File: src/rtl/spi_flash_challenge_responder_unit_defines.svh
// Assertion macros used by the responder RTL.
// Needs a clock named clk and a synchronous reset named rst in the including module.
`ifndef SPI_FLASH_CHALLENGE_RESPONDER_UNIT_DEFINES_SVH
`define SPI_FLASH_CHALLENGE_RESPONDER_UNIT_DEFINES_SVH

`ifndef SYNTHESIS

// Checks a property on every rising edge of clk outside reset.
`define SFCR_ASSERT(label, prop) \
  label: assert property (@(posedge clk) disable iff (rst) prop) \
    else $error("sfcr: property check failed");

// Checks that a condition never holds outside reset.
`define SFCR_NEVER(label, cond) \
  label: assert property (@(posedge clk) disable iff (rst) !(cond)) \
    else $error("sfcr: forbidden condition seen");

`else

`define SFCR_ASSERT(label, prop)
`define SFCR_NEVER(label, cond)

`endif

`endif

File: src/rtl/sfcr_pkg.sv
`timescale 1ns / 1ps
// Shared types, command codes and the challenge coding table for the responder.
// No dependencies; imported by the top level and the sequencer.
package sfcr_pkg;

  // Input beat: one SPI byte, one device ID load, or a deselect.
  typedef struct packed {
    logic [1:0] func;
    logic [7:0] rx_byte;
    logic [5:0] id_index;
    logic [6:0] id_value;
  } in_t;

  // Result beat: the byte to shift out next and the run flag.
  typedef struct packed {
    logic [7:0] tx_byte;
    logic       in_run;
  } out_t;

  // Where the result byte comes from once the item reaches the second stage.
  typedef enum logic [1:0] {
    SRC_DIRECT,
    SRC_ID,
    SRC_CODED
  } src_t;

  // Work handed from the sequencer to the pipeline register.
  typedef struct packed {
    src_t       src;
    logic [7:0] byte_val;
    logic [6:0] pos;
    logic       in_run;
  } issue_t;

  // Input function codes.
  localparam logic [1:0] FUNC_BYTE     = 2'd0;
  localparam logic [1:0] FUNC_LOAD     = 2'd1;
  localparam logic [1:0] FUNC_DESELECT = 2'd2;

  // Commands recognized in the command phase.
  localparam logic [7:0] CMD_READ_STATUS = 8'hD7;
  localparam logic [7:0] CMD_DUMP        = 8'h77;

  // Run lengths.
  localparam int CHALLENGE_LEN = 128;
  localparam int LEAD_ZEROS    = 3;

  // Configuration registers.
  localparam int          CFG_IDX_W    = 2;
  localparam int          CFG_DATA_W   = 24;
  localparam logic [1:0]  REG_SERIAL   = 2'd0;
  localparam logic [1:0]  REG_STATUS   = 2'd1;
  localparam logic [23:0] SERIAL_RESET = 24'h9A2F21;
  localparam logic [7:0]  STATUS_RESET = 8'h8C;

  // Coding table for the middle part of the challenge.
  localparam logic [7:0] CODE_TABLE [256] = '{
    8'h00,8'h04,8'h08,8'h0C,8'h10,8'h14,8'h18,8'h1C,8'h21,8'h25,8'h29,8'h2D,8'h31,8'h35,8'h39,8'h3D,
    8'h46,8'h42,8'h4E,8'h4A,8'h56,8'h52,8'h5E,8'h5A,8'h67,8'h63,8'h6F,8'h6B,8'h77,8'h73,8'h7F,8'h7B,
    8'h8C,8'h88,8'h84,8'h80,8'h9C,8'h98,8'h94,8'h90,8'hAD,8'hA9,8'hA5,8'hA1,8'hBD,8'hB9,8'hB5,8'hB1,
    8'hCA,8'hCE,8'hC2,8'hC6,8'hDA,8'hDE,8'hD2,8'hD6,8'hEB,8'hEF,8'hE3,8'hE7,8'hFB,8'hFF,8'hF3,8'hF7,
    8'h18,8'h1C,8'h10,8'h14,8'h08,8'h0C,8'h00,8'h04,8'h39,8'h3D,8'h31,8'h35,8'h29,8'h2D,8'h21,8'h25,
    8'h5E,8'h5A,8'h56,8'h52,8'h4E,8'h4A,8'h46,8'h42,8'h7F,8'h7B,8'h77,8'h73,8'h6F,8'h6B,8'h67,8'h63,
    8'h94,8'h90,8'h9C,8'h98,8'h84,8'h80,8'h8C,8'h88,8'hB5,8'hB1,8'hBD,8'hB9,8'hA5,8'hA1,8'hAD,8'hA9,
    8'hD2,8'hD6,8'hDA,8'hDE,8'hC2,8'hC6,8'hCA,8'hCE,8'hF3,8'hF7,8'hFB,8'hFF,8'hE3,8'hE7,8'hEB,8'hEF,
    8'h31,8'h35,8'h39,8'h3D,8'h21,8'h25,8'h29,8'h2D,8'h10,8'h14,8'h18,8'h1C,8'h00,8'h04,8'h08,8'h0C,
    8'h77,8'h73,8'h7F,8'h7B,8'h67,8'h63,8'h6F,8'h6B,8'h56,8'h52,8'h5E,8'h5A,8'h46,8'h42,8'h4E,8'h4A,
    8'hBD,8'hB9,8'hB5,8'hB1,8'hAD,8'hA9,8'hA5,8'hA1,8'h9C,8'h98,8'h94,8'h90,8'h8C,8'h88,8'h84,8'h80,
    8'hFB,8'hFF,8'hF3,8'hF7,8'hEB,8'hEF,8'hE3,8'hE7,8'hDA,8'hDE,8'hD2,8'hD6,8'hCA,8'hCE,8'hC2,8'hC6,
    8'h29,8'h2D,8'h21,8'h25,8'h39,8'h3D,8'h31,8'h35,8'h08,8'h0C,8'h00,8'h04,8'h18,8'h1C,8'h10,8'h14,
    8'h6F,8'h6B,8'h67,8'h63,8'h7F,8'h7B,8'h77,8'h73,8'h4E,8'h4A,8'h46,8'h42,8'h5E,8'h5A,8'h56,8'h52,
    8'hA5,8'hA1,8'hAD,8'hA9,8'hB5,8'hB1,8'hBD,8'hB9,8'h84,8'h80,8'h8C,8'h88,8'h94,8'h90,8'h9C,8'h98,
    8'hE3,8'hE7,8'hEB,8'hEF,8'hF3,8'hF7,8'hFB,8'hFF,8'hC2,8'hC6,8'hCA,8'hCE,8'hD2,8'hD6,8'hDA,8'hDE
  };

endpackage

File: src/rtl/spi_flash_challenge_responder_unit.sv
`timescale 1ns / 1ps
// SPI flash challenge responder, top level: config registers, sequencer, ID store, output stage.
// Two register stages, set by the ID store's registered read port: stage one, output register.
// Throughput: one beat per cycle unless out_stall holds the output beat with stage one full.
// Reset (synchronous): command phase, counters zero, ID store reads all zeros at once
// through its valid bits, registers back to their defaults; no clearing pass.
`include "spi_flash_challenge_responder_unit_defines.svh"
module spi_flash_challenge_responder_unit #(
  parameter int ID_BYTES = 64
) (
  input  logic                             clk,
  input  logic                             rst,
  input  logic                             in_valid,
  output logic                             in_stall,
  input  sfcr_pkg::in_t                    in_data,
  output logic                             out_valid,
  input  logic                             out_stall,
  output sfcr_pkg::out_t                   out_data,
  input  logic                             cfg_valid,
  output logic                             cfg_ready,
  input  logic [sfcr_pkg::CFG_IDX_W-1:0]   cfg_index,
  input  logic [sfcr_pkg::CFG_DATA_W-1:0]  cfg_data
);
  import sfcr_pkg::*;

  localparam int AW = (ID_BYTES > 1) ? $clog2(ID_BYTES) : 1;

  logic          go;
  logic          out_load;
  logic          s1_valid;
  issue_t        issue;
  issue_t        s1_q;
  logic          rd_en;
  logic [AW-1:0] rd_addr;
  logic          wr_en;
  logic [AW-1:0] wr_addr;
  logic [6:0]    wr_data;
  logic [6:0]    rd_data;
  logic [23:0]   serial_number;
  logic [7:0]    status_reply;
  logic [7:0]    code_idx;
  logic [7:0]    tx_next;

  // Configuration registers; the port always takes a write.
  assign cfg_ready = 1'b1;

  always_ff @(posedge clk) begin
    if (rst) begin
      serial_number <= SERIAL_RESET;
      status_reply  <= STATUS_RESET;
    end else if (cfg_valid) begin
      if (cfg_index == REG_SERIAL) begin
        serial_number <= cfg_data[23:0];
      end
      if (cfg_index == REG_STATUS) begin
        status_reply <= cfg_data[7:0];
      end
    end
  end

  // Flow control: stage one stalls only when it is full and the output beat is held.
  assign out_load = s1_valid && (!out_valid || !out_stall);
  assign in_stall = s1_valid && out_valid && out_stall;
  assign go       = in_valid && !in_stall;

  sfcr_seq #(
    .ID_BYTES (ID_BYTES),
    .AW       (AW)
  ) u_seq (
    .clk           (clk),
    .rst           (rst),
    .go            (go),
    .in_data       (in_data),
    .serial_number (serial_number),
    .status_reply  (status_reply),
    .issue         (issue),
    .rd_en         (rd_en),
    .rd_addr       (rd_addr),
    .wr_en         (wr_en),
    .wr_addr       (wr_addr),
    .wr_data       (wr_data)
  );

  sfcr_id_store #(
    .ID_BYTES (ID_BYTES),
    .AW       (AW)
  ) u_id_store (
    .clk     (clk),
    .rst     (rst),
    .wr_en   (wr_en),
    .wr_addr (wr_addr),
    .wr_data (wr_data),
    .rd_en   (rd_en),
    .rd_addr (rd_addr),
    .rd_data (rd_data)
  );

  // Stage one: issued work, captured alongside the store read.
  always_ff @(posedge clk) begin
    if (rst) begin
      s1_valid <= 1'b0;
    end else if (go) begin
      s1_valid <= 1'b1;
    end else if (out_load) begin
      s1_valid <= 1'b0;
    end
  end

  always_ff @(posedge clk) begin
    if (go) begin
      s1_q <= issue;
    end
  end

  // Stage two: pick the result byte, coding through the table where needed.
  assign code_idx = {1'b0, rd_data} + {1'b0, s1_q.pos};

  always_comb begin
    unique case (s1_q.src)
      SRC_ID:    tx_next = {1'b0, rd_data};
      SRC_CODED: tx_next = CODE_TABLE[code_idx];
      default:   tx_next = s1_q.byte_val;
    endcase
  end

  // Output register.
  always_ff @(posedge clk) begin
    if (rst) begin
      out_valid <= 1'b0;
    end else if (out_load) begin
      out_valid <= 1'b1;
    end else if (!out_stall) begin
      out_valid <= 1'b0;
    end
  end

  always_ff @(posedge clk) begin
    if (out_load) begin
      out_data.tx_byte <= tx_next;
      out_data.in_run  <= s1_q.in_run;
    end
  end

  // An accepted beat always lands in stage one.
  `SFCR_ASSERT(a_go_fills_s1, go |=> s1_valid)
  // Stage one holds its work until the output stage takes it.
  `SFCR_ASSERT(a_s1_holds, (s1_valid && !out_load) |=> (s1_valid && $stable(s1_q)))
  // A beat moved into the output register is presented next cycle.
  `SFCR_ASSERT(a_out_loaded, out_load |=> out_valid)
  // The input is never stalled while stage one is empty.
  `SFCR_NEVER(a_no_idle_stall, in_stall && !s1_valid)

endmodule

File: src/rtl/sfcr_id_store.sv
`timescale 1ns / 1ps
// Device ID store: one write port, one registered read port, per-entry valid bits.
// Depends on nothing but its parameters; an entry never written reads as zero.
module sfcr_id_store #(
  parameter int ID_BYTES = 64,
  parameter int AW       = 6
) (
  input  logic          clk,
  input  logic          rst,
  input  logic          wr_en,
  input  logic [AW-1:0] wr_addr,
  input  logic [6:0]    wr_data,
  input  logic          rd_en,
  input  logic [AW-1:0] rd_addr,
  output logic [6:0]    rd_data
);

  logic [6:0]          mem [ID_BYTES];
  logic [ID_BYTES-1:0] id_valid;
  logic [6:0]          rd_q;
  logic                rd_hit;

  // Storage array write.
  always_ff @(posedge clk) begin
    if (wr_en) begin
      mem[wr_addr] <= wr_data;
    end
  end

  // Valid bits stand in for the all-zero reset contents.
  always_ff @(posedge clk) begin
    if (rst) begin
      id_valid <= '0;
    end else if (wr_en) begin
      id_valid[wr_addr] <= 1'b1;
    end
  end

  // Registered read; data holds while no new read is issued.
  always_ff @(posedge clk) begin
    if (rd_en) begin
      rd_q   <= mem[rd_addr];
      rd_hit <= id_valid[rd_addr];
    end
  end

  assign rd_data = rd_hit ? rd_q : 7'd0;

endmodule

File: src/rtl/sfcr_seq.sv
`timescale 1ns / 1ps
// Run sequencer: phase and position counters, command decode, store addressing.
// Uses sfcr_pkg for beat types, function codes and command codes.
module sfcr_seq #(
  parameter int ID_BYTES = 64,
  parameter int AW       = 6
) (
  input  logic                  clk,
  input  logic                  rst,
  input  logic                  go,
  input  sfcr_pkg::in_t         in_data,
  input  logic [23:0]           serial_number,
  input  logic [7:0]            status_reply,
  output sfcr_pkg::issue_t      issue,
  output logic                  rd_en,
  output logic [AW-1:0]         rd_addr,
  output logic                  wr_en,
  output logic [AW-1:0]         wr_addr,
  output logic [6:0]            wr_data
);
  import sfcr_pkg::*;

  localparam logic [1:0]    PH_CMD   = 2'd0;
  localparam logic [1:0]    PH_LEAD  = 2'd1;
  localparam logic [1:0]    PH_CHAL  = 2'd2;
  localparam logic [7:0]    ID_BASE  = 8'(CHALLENGE_LEN - ID_BYTES);
  localparam logic [AW-1:0] MOD_LAST = AW'(ID_BYTES - 1);

  logic [1:0]    phase, phase_next;
  logic [6:0]    run_count, run_count_next;
  logic [AW-1:0] mod_count, mod_count_next;
  logic [7:0]    count_inc;
  logic [7:0]    pos_ext;
  logic [7:0]    id_off;
  logic [7:0]    idx_ext;
  logic [7:0]    serial_pick;
  logic          rd_req;
  logic          wr_req;

  assign pos_ext   = {1'b0, run_count};
  assign count_inc = pos_ext + 8'd1;
  assign id_off    = pos_ext - ID_BASE;
  assign idx_ext   = {2'b00, in_data.id_index};

  // Serial number byte for the first three challenge positions.
  always_comb begin
    unique case (run_count[1:0])
      2'd0:    serial_pick = serial_number[23:16];
      2'd1:    serial_pick = serial_number[15:8];
      default: serial_pick = serial_number[7:0];
    endcase
  end

  // Next state and issued work for the beat at the input.
  always_comb begin
    phase_next     = phase;
    run_count_next = run_count;
    mod_count_next = mod_count;
    issue.src      = SRC_DIRECT;
    issue.byte_val = 8'd0;
    issue.pos      = run_count;
    rd_req         = 1'b0;
    rd_addr        = mod_count;
    wr_req         = 1'b0;
    wr_addr        = idx_ext[AW-1:0];
    wr_data        = in_data.id_value;
    unique case (in_data.func)
      FUNC_BYTE: begin
        unique case (phase)
          PH_LEAD: begin
            run_count_next = count_inc[6:0];
            if (count_inc >= 8'(LEAD_ZEROS)) begin
              phase_next     = PH_CHAL;
              run_count_next = '0;
              mod_count_next = '0;
            end
          end
          PH_CHAL: begin
            if (pos_ext < 8'(LEAD_ZEROS)) begin
              issue.byte_val = serial_pick;
            end else if (pos_ext >= ID_BASE) begin
              issue.src = SRC_ID;
              rd_req    = 1'b1;
              rd_addr   = id_off[AW-1:0];
            end else begin
              issue.src = SRC_CODED;
              rd_req    = 1'b1;
            end
            run_count_next = count_inc[6:0];
            mod_count_next = (mod_count == MOD_LAST) ? '0 : mod_count + AW'(1);
            if (count_inc >= 8'(CHALLENGE_LEN)) begin
              phase_next     = PH_CMD;
              run_count_next = '0;
              mod_count_next = '0;
            end
          end
          default: begin
            // Command phase; the unused phase code behaves the same.
            phase_next = PH_CMD;
            if (in_data.rx_byte == CMD_READ_STATUS) begin
              issue.byte_val = status_reply;
            end else begin
              issue.byte_val = in_data.rx_byte;
              if (in_data.rx_byte == CMD_DUMP) begin
                phase_next     = PH_LEAD;
                run_count_next = '0;
              end
            end
          end
        endcase
      end
      FUNC_LOAD: begin
        wr_req = (idx_ext < 8'(ID_BYTES));
      end
      FUNC_DESELECT: begin
        phase_next     = PH_CMD;
        run_count_next = '0;
        mod_count_next = '0;
      end
      default: begin
      end
    endcase
    issue.in_run = (phase_next == PH_LEAD) || (phase_next == PH_CHAL);
  end

  assign rd_en = go && rd_req;
  assign wr_en = go && wr_req;

  // Phase and position registers.
  always_ff @(posedge clk) begin
    if (rst) begin
      phase     <= PH_CMD;
      run_count <= '0;
      mod_count <= '0;
    end else if (go) begin
      phase     <= phase_next;
      run_count <= run_count_next;
      mod_count <= mod_count_next;
    end
  end

endmodule
File: config.mk
export PLATFORM = sky130hd
export DESIGN_NAME = spi_flash_challenge_responder_unit
export DESIGN_NICKNAME = d
export VERILOG_FILES = /design/src/rtl/sfcr_pkg.sv /design/src/rtl/spi_flash_challenge_responder_unit.sv /design/src/rtl/sfcr_id_store.sv /design/src/rtl/sfcr_seq.sv
export VERILOG_INCLUDE_DIRS = /design/src /design/src/rtl
export SDC_FILE = /design/constraint.sdc
export NUM_CORES = 1
export LEC_CHECK = 0
export ABC_AREA = 1
export BUFFER_PORTS_ARGS = -buffer_cell sky130_fd_sc_hd__buf_2
export CORE_UTILIZATION = 40
export CTS_CLUSTER_DIAMETER = 50
export CTS_CLUSTER_SIZE = 10
export DETAILED_ROUTE_END_ITERATION = 16
export PLACE_DENSITY = 0.52
export REMOVE_ABC_BUFFERS = 1
export SETUP_SLACK_MARGIN = 0.3
export SLEW_MARGIN = 20
export SYNTH_ARGS = -nofsm -noshare
export SYNTH_HDL_FRONTEND = slang
export SYNTH_SLANG_ARGS = --single-unit
File: constraint.sdc
create_clock -name clk -period 2.4 [get_ports clk]
set_input_delay 0 -clock clk [delete_from_list [all_inputs] [get_ports clk]]
set_output_delay 0 -clock clk [all_outputs]
set_load 0.01 [all_outputs]
==> run summary <==
TritonCTS clock tree: yes
Worst-path clk slew: 0.06 ns
clock power share: 44.5%
CTS Buf Count: 76
final setup vio count: 0
Layout area overhead: 33.0%
# rows: 93
Synth Area in Adders: 0.789%
fmax: 0.423 GHz
Clock Latency Late Sink: 0.63 ns
first-pass GRT wire length: 125,000 um
DRT antenna net count: 0
1st-iter DRT viols: 1,934
Sw Share: 23.5%
Synth Area in Compound Gates: 3.91%
switching power: 5.77 mW
crit end category: register
Hold Path Class: input port to register
Synth cell types: 39
RSZ-0062 raised after global routing: yes
port bufs: 64
met2 Usage GRT: 40.3%
sequential power share: 46.0%
P_int: 18.7 mW
worst rel slew slack: 29.9%
worst hold stages: 4
max-slew violation count: 0
CTS max path bufs: 3
MaxCap Viol Count: 0
DRT Pass-1 Iters: 5
layout cells sized above 1: 20.7%
die width: 259 um
post-route insts no fill: 4,054
grt met1 use: 33.8%
register area share after synthesis: 63.7%
CP Class: register to register
post-synthesis cell count: 2,795
Antenna Cells: 0
die height: 259 um
crit-path max FO: 6
Worst Skew: 0.0250 ns
GRT Overall Usage: 24.8%
overall power: 24.5 mW
r2r startpoint: u_seq.phase[0]
Worst Hold Launch: in_data[12]
core footprint: 0.0647 mm^2
worst r2r dst: u_id_store.rd_q[6]
PD cells: 700 mW/mm^2
Synth area leaders: edfxtp_1 (55%), nand2_1 (11%), dfxtp_1 (8.6%)
setup TNS: 0 ns
R2R Setup Slk: 0.04 ns
Worst Path Required: 2.77 ns
# DRC: 0
LEAKAGE: 14.5 nW
Synth top area share: 55.1%
Hold Path End: u_id_store.mem[10][0]
clk sinks: 596
status: completed
Yosys top cell by area: edfxtp_1
initial cell density of the core: 40.7%
nets@finish: 3,210
maximum number of pins on one net before global-route repair: 78
Final Critical Period: 2.36 ns
fin crit share: 98.5%
H-tree depth: 3
Post-synth top flop: edfxtp_1
Detailed Route WL: 84,300 um
peak supply drop: 0.000502 V
async set-reset flop share out of synthesis: 0%
synthesized area per cell: 9.42 um^2
largest family of logic cells by synthesized area: simple AND/OR/NAND/NOR gates
Remaining Overflow, GRT: 0
DP HPWL: 49,200 um
vias in the first global route: 20,700
Yosys Warn Count: 0
crit start category: register
CTS root buf: clkbuf_16
Least-Margin Pin Slew: 1.05 ns
Filler cells: 5,690
Arrival @ worst endpoint: 2.73 ns
GR peak layer: met2
Mapped Area: 0.0263 mm^2
placed cells: 3,770
mux contribution to synthesized area: 0%
initial antenna violation count: 0
IO Pins: 66
vias per inst: 5.18
XOR/XNOR Fraction of Synth Area: 0.233%
routed len/inst: 20.8 um
gp weighted congestion: 0.890
Final Util: 54.1%
combinational fraction of design power: 9.5%
number of synthesized flops with an enable pin: 483
met3 usage: 3.62%
#FFs+latches synth: 596
Simple-Gate Fraction of Synth Area: 23.3%
die area: 0.0669 mm^2
R2R depth: 17
via count: 21,000
Final Hold Fails: 0
[stage by stage]
| step | hold WS [ns] | cell area, um^2 | setup slack, ns |
|---|---|---|---|
| after global routing | 0.0592 | 35000 | -0.0856 |
| after detailed placement | 0.224 | 29000 | -0.360 |
| after floorplan | 0.0691 | 25700 | -3.66 |
| after global placement | 0.216 | 29000 | -0.402 |
| final | 0.0541 | 35000 | 0.0362 |
| after CTS | 0.00515 | 34000 | 0.0504 |
[synthesized netlist by cell type (2+ instances only)]
cell / number
nand2_1: 776
edfxtp_1: 483
nand3_1: 407
inv_1: 401
nor2_1: 243
dfxtp_1: 113
buf_2: 76
o211ai_1: 52
a21oi_1: 47
o21ai_0: 44
clkbuf_1: 41
nor3_1: 19
nand4_1: 16
ha_1: 15
buf_4: 8
o22ai_1: 7
o21ai_1: 6
a31oi_1: 5
xor2_1: 5
buf_1: 3
o21ai_2: 3
a211oi_1: 2
a21o_1: 2
clkinv_1: 2
inv_2: 2
nand3b_1: 2
nor2_2: 2
xnor2_1: 2
[how the worst max path moves through the flow]
stage                       from                 end  slack, ns
2_1_floorplan     u_seq.phase[0]  u_id_store.rd_q[4]      -3.66
5_1_grt        u_id_store.rd_hit         out_data[3]      -0.09
4_1_cts        u_id_store.rd_hit         out_data[3]       0.05
3_5_place_dp      u_seq.phase[0]  u_id_store.rd_q[6]      -0.36
6_report          u_seq.phase[0]  u_id_store.rd_q[6]       0.04
3_3_place_gp      u_seq.phase[0]  u_id_store.rd_q[6]      -0.40
[kinds of logic (layout without fill, tap and decap cells)]
logic type / Yosys count / in the layout
AND/OR/NAND/NOR: 1470 / 1470
adder cells (fa/ha/maj): 16 / 16
flip-flops: 596 / 596
XOR/XNOR: 7 / 7
buffers and inverters: 534 / 938
AO/OA/AOI/OAI: 171 / 171
other: 1 / 1
[state kept, by name, indices dropped and copies added, names as in the netlist]
| name | cells |
|---|---|
| out_data | 9 |
| out_valid | 1 |
| s1_q | 18 |
| s1_valid | 1 |
| serial_number | 24 |
| status_reply | 8 |
| u_id_store.id_valid | 64 |
| u_id_store.mem | 448 |
| u_id_store.rd_hit | 1 |
| u_id_store.rd_q | 7 |
| u_seq.mod_count | 6 |
| u_seq.phase | 2 |
| u_seq.run_count | 7 |
[metal layers]
layer,up-vias,part of all wire (%)
li1,9894,-
met1,10200,44
met2,754,47
met3,169,6.1
met4,0,3.2
met5,-,0
[worst max-delay path: stages (launching register included)]
cell       delay, ns
dfxtp_2         0.32
inv_2           0.06
ha_4            0.15
nand3_4         0.14
buf_6           0.16
nand2_4         0.08
nand2_8         0.09
buf_12          0.15
clkbuf_16       0.17
buf_8           0.14
nand2_2         0.05
nand2_1         0.04
nand2_1         0.08
nand3_1         0.09
nand3_2         0.13
nand3_2         0.11
nand3_4         0.09
nand2_2         0.05
[placed cells by master, fill, tap and decap left out, types with 5 or more instances in the layout]
cell type | netlist | final
a31oi_1 | 5 | 5
nand4_1 | 16 | 16
nor2_4 | 1 | 8
o22ai_1 | 7 | 7
clkbuf_1 | 41 | 35
clkbuf_16 | 0 | 94
o211ai_1 | 52 | 52
clkinv_2 | 0 | 8
buf_6 | 1 | 21
ha_1 | 15 | 8
nand3_2 | 1 | 110
buf_8 | 0 | 5
nand3_4 | 0 | 32
a21oi_1 | 47 | 43
nor3_1 | 19 | 17
buf_2 | 76 | 63
dfxtp_1 | 113 | 108
nand2_2 | 1 | 42
buf_16 | 0 | 25
nand3_1 | 407 | 266
nand2_4 | 0 | 5
o21ai_0 | 44 | 38
nor2_1 | 243 | 236
dfxtp_2 | 0 | 5
dlygate4sd3_1 | 0 | 77
ha_4 | 0 | 7
nand2_1 | 776 | 728
edfxtp_1 | 483 | 483
buf_4 | 8 | 144
o21ai_1 | 6 | 8
inv_1 | 401 | 394
buf_12 | 0 | 44
inv_2 | 2 | 9
[layout make-up]
type / instances / area [um^2] / share of cell area (%)
Multi-Input combinational cell: 1665 / 8770 / 25.0
Timing Repair Buffer: 396 / 4500 / 12.9
Clock buffer: 120 / 2210 / 6.32
Clock inverter: 17 / 178 / 0.507
Tap cell: 855 / 1070 / 3.05
Sequential cell: 596 / 16800 / 47.9
Inverter: 405 / 1520 / 4.34
[repair_timing]
item,CTS,global route
pin swaps,72,90
endpoints found under the hold margin,474,0
gates cloned,23,13
endpoints found under the setup margin,29,230
hold buffers,77,0
gates resized for setup,224,130
setup buffers,26,8
[power groups by stage]
stage	Clock (mW)	Combinational (mW)	Sequential, mW
floorplan	0	0.858	11.5
global placement	0	1.58	11.5
detailed placement	0	1.59	11.5
CTS	11.1	2.09	11.3
global route	11.5	2.47	11.3
finish	10.9	2.32	11.3
No activity file was read; power rests on OpenSTA's default activity.
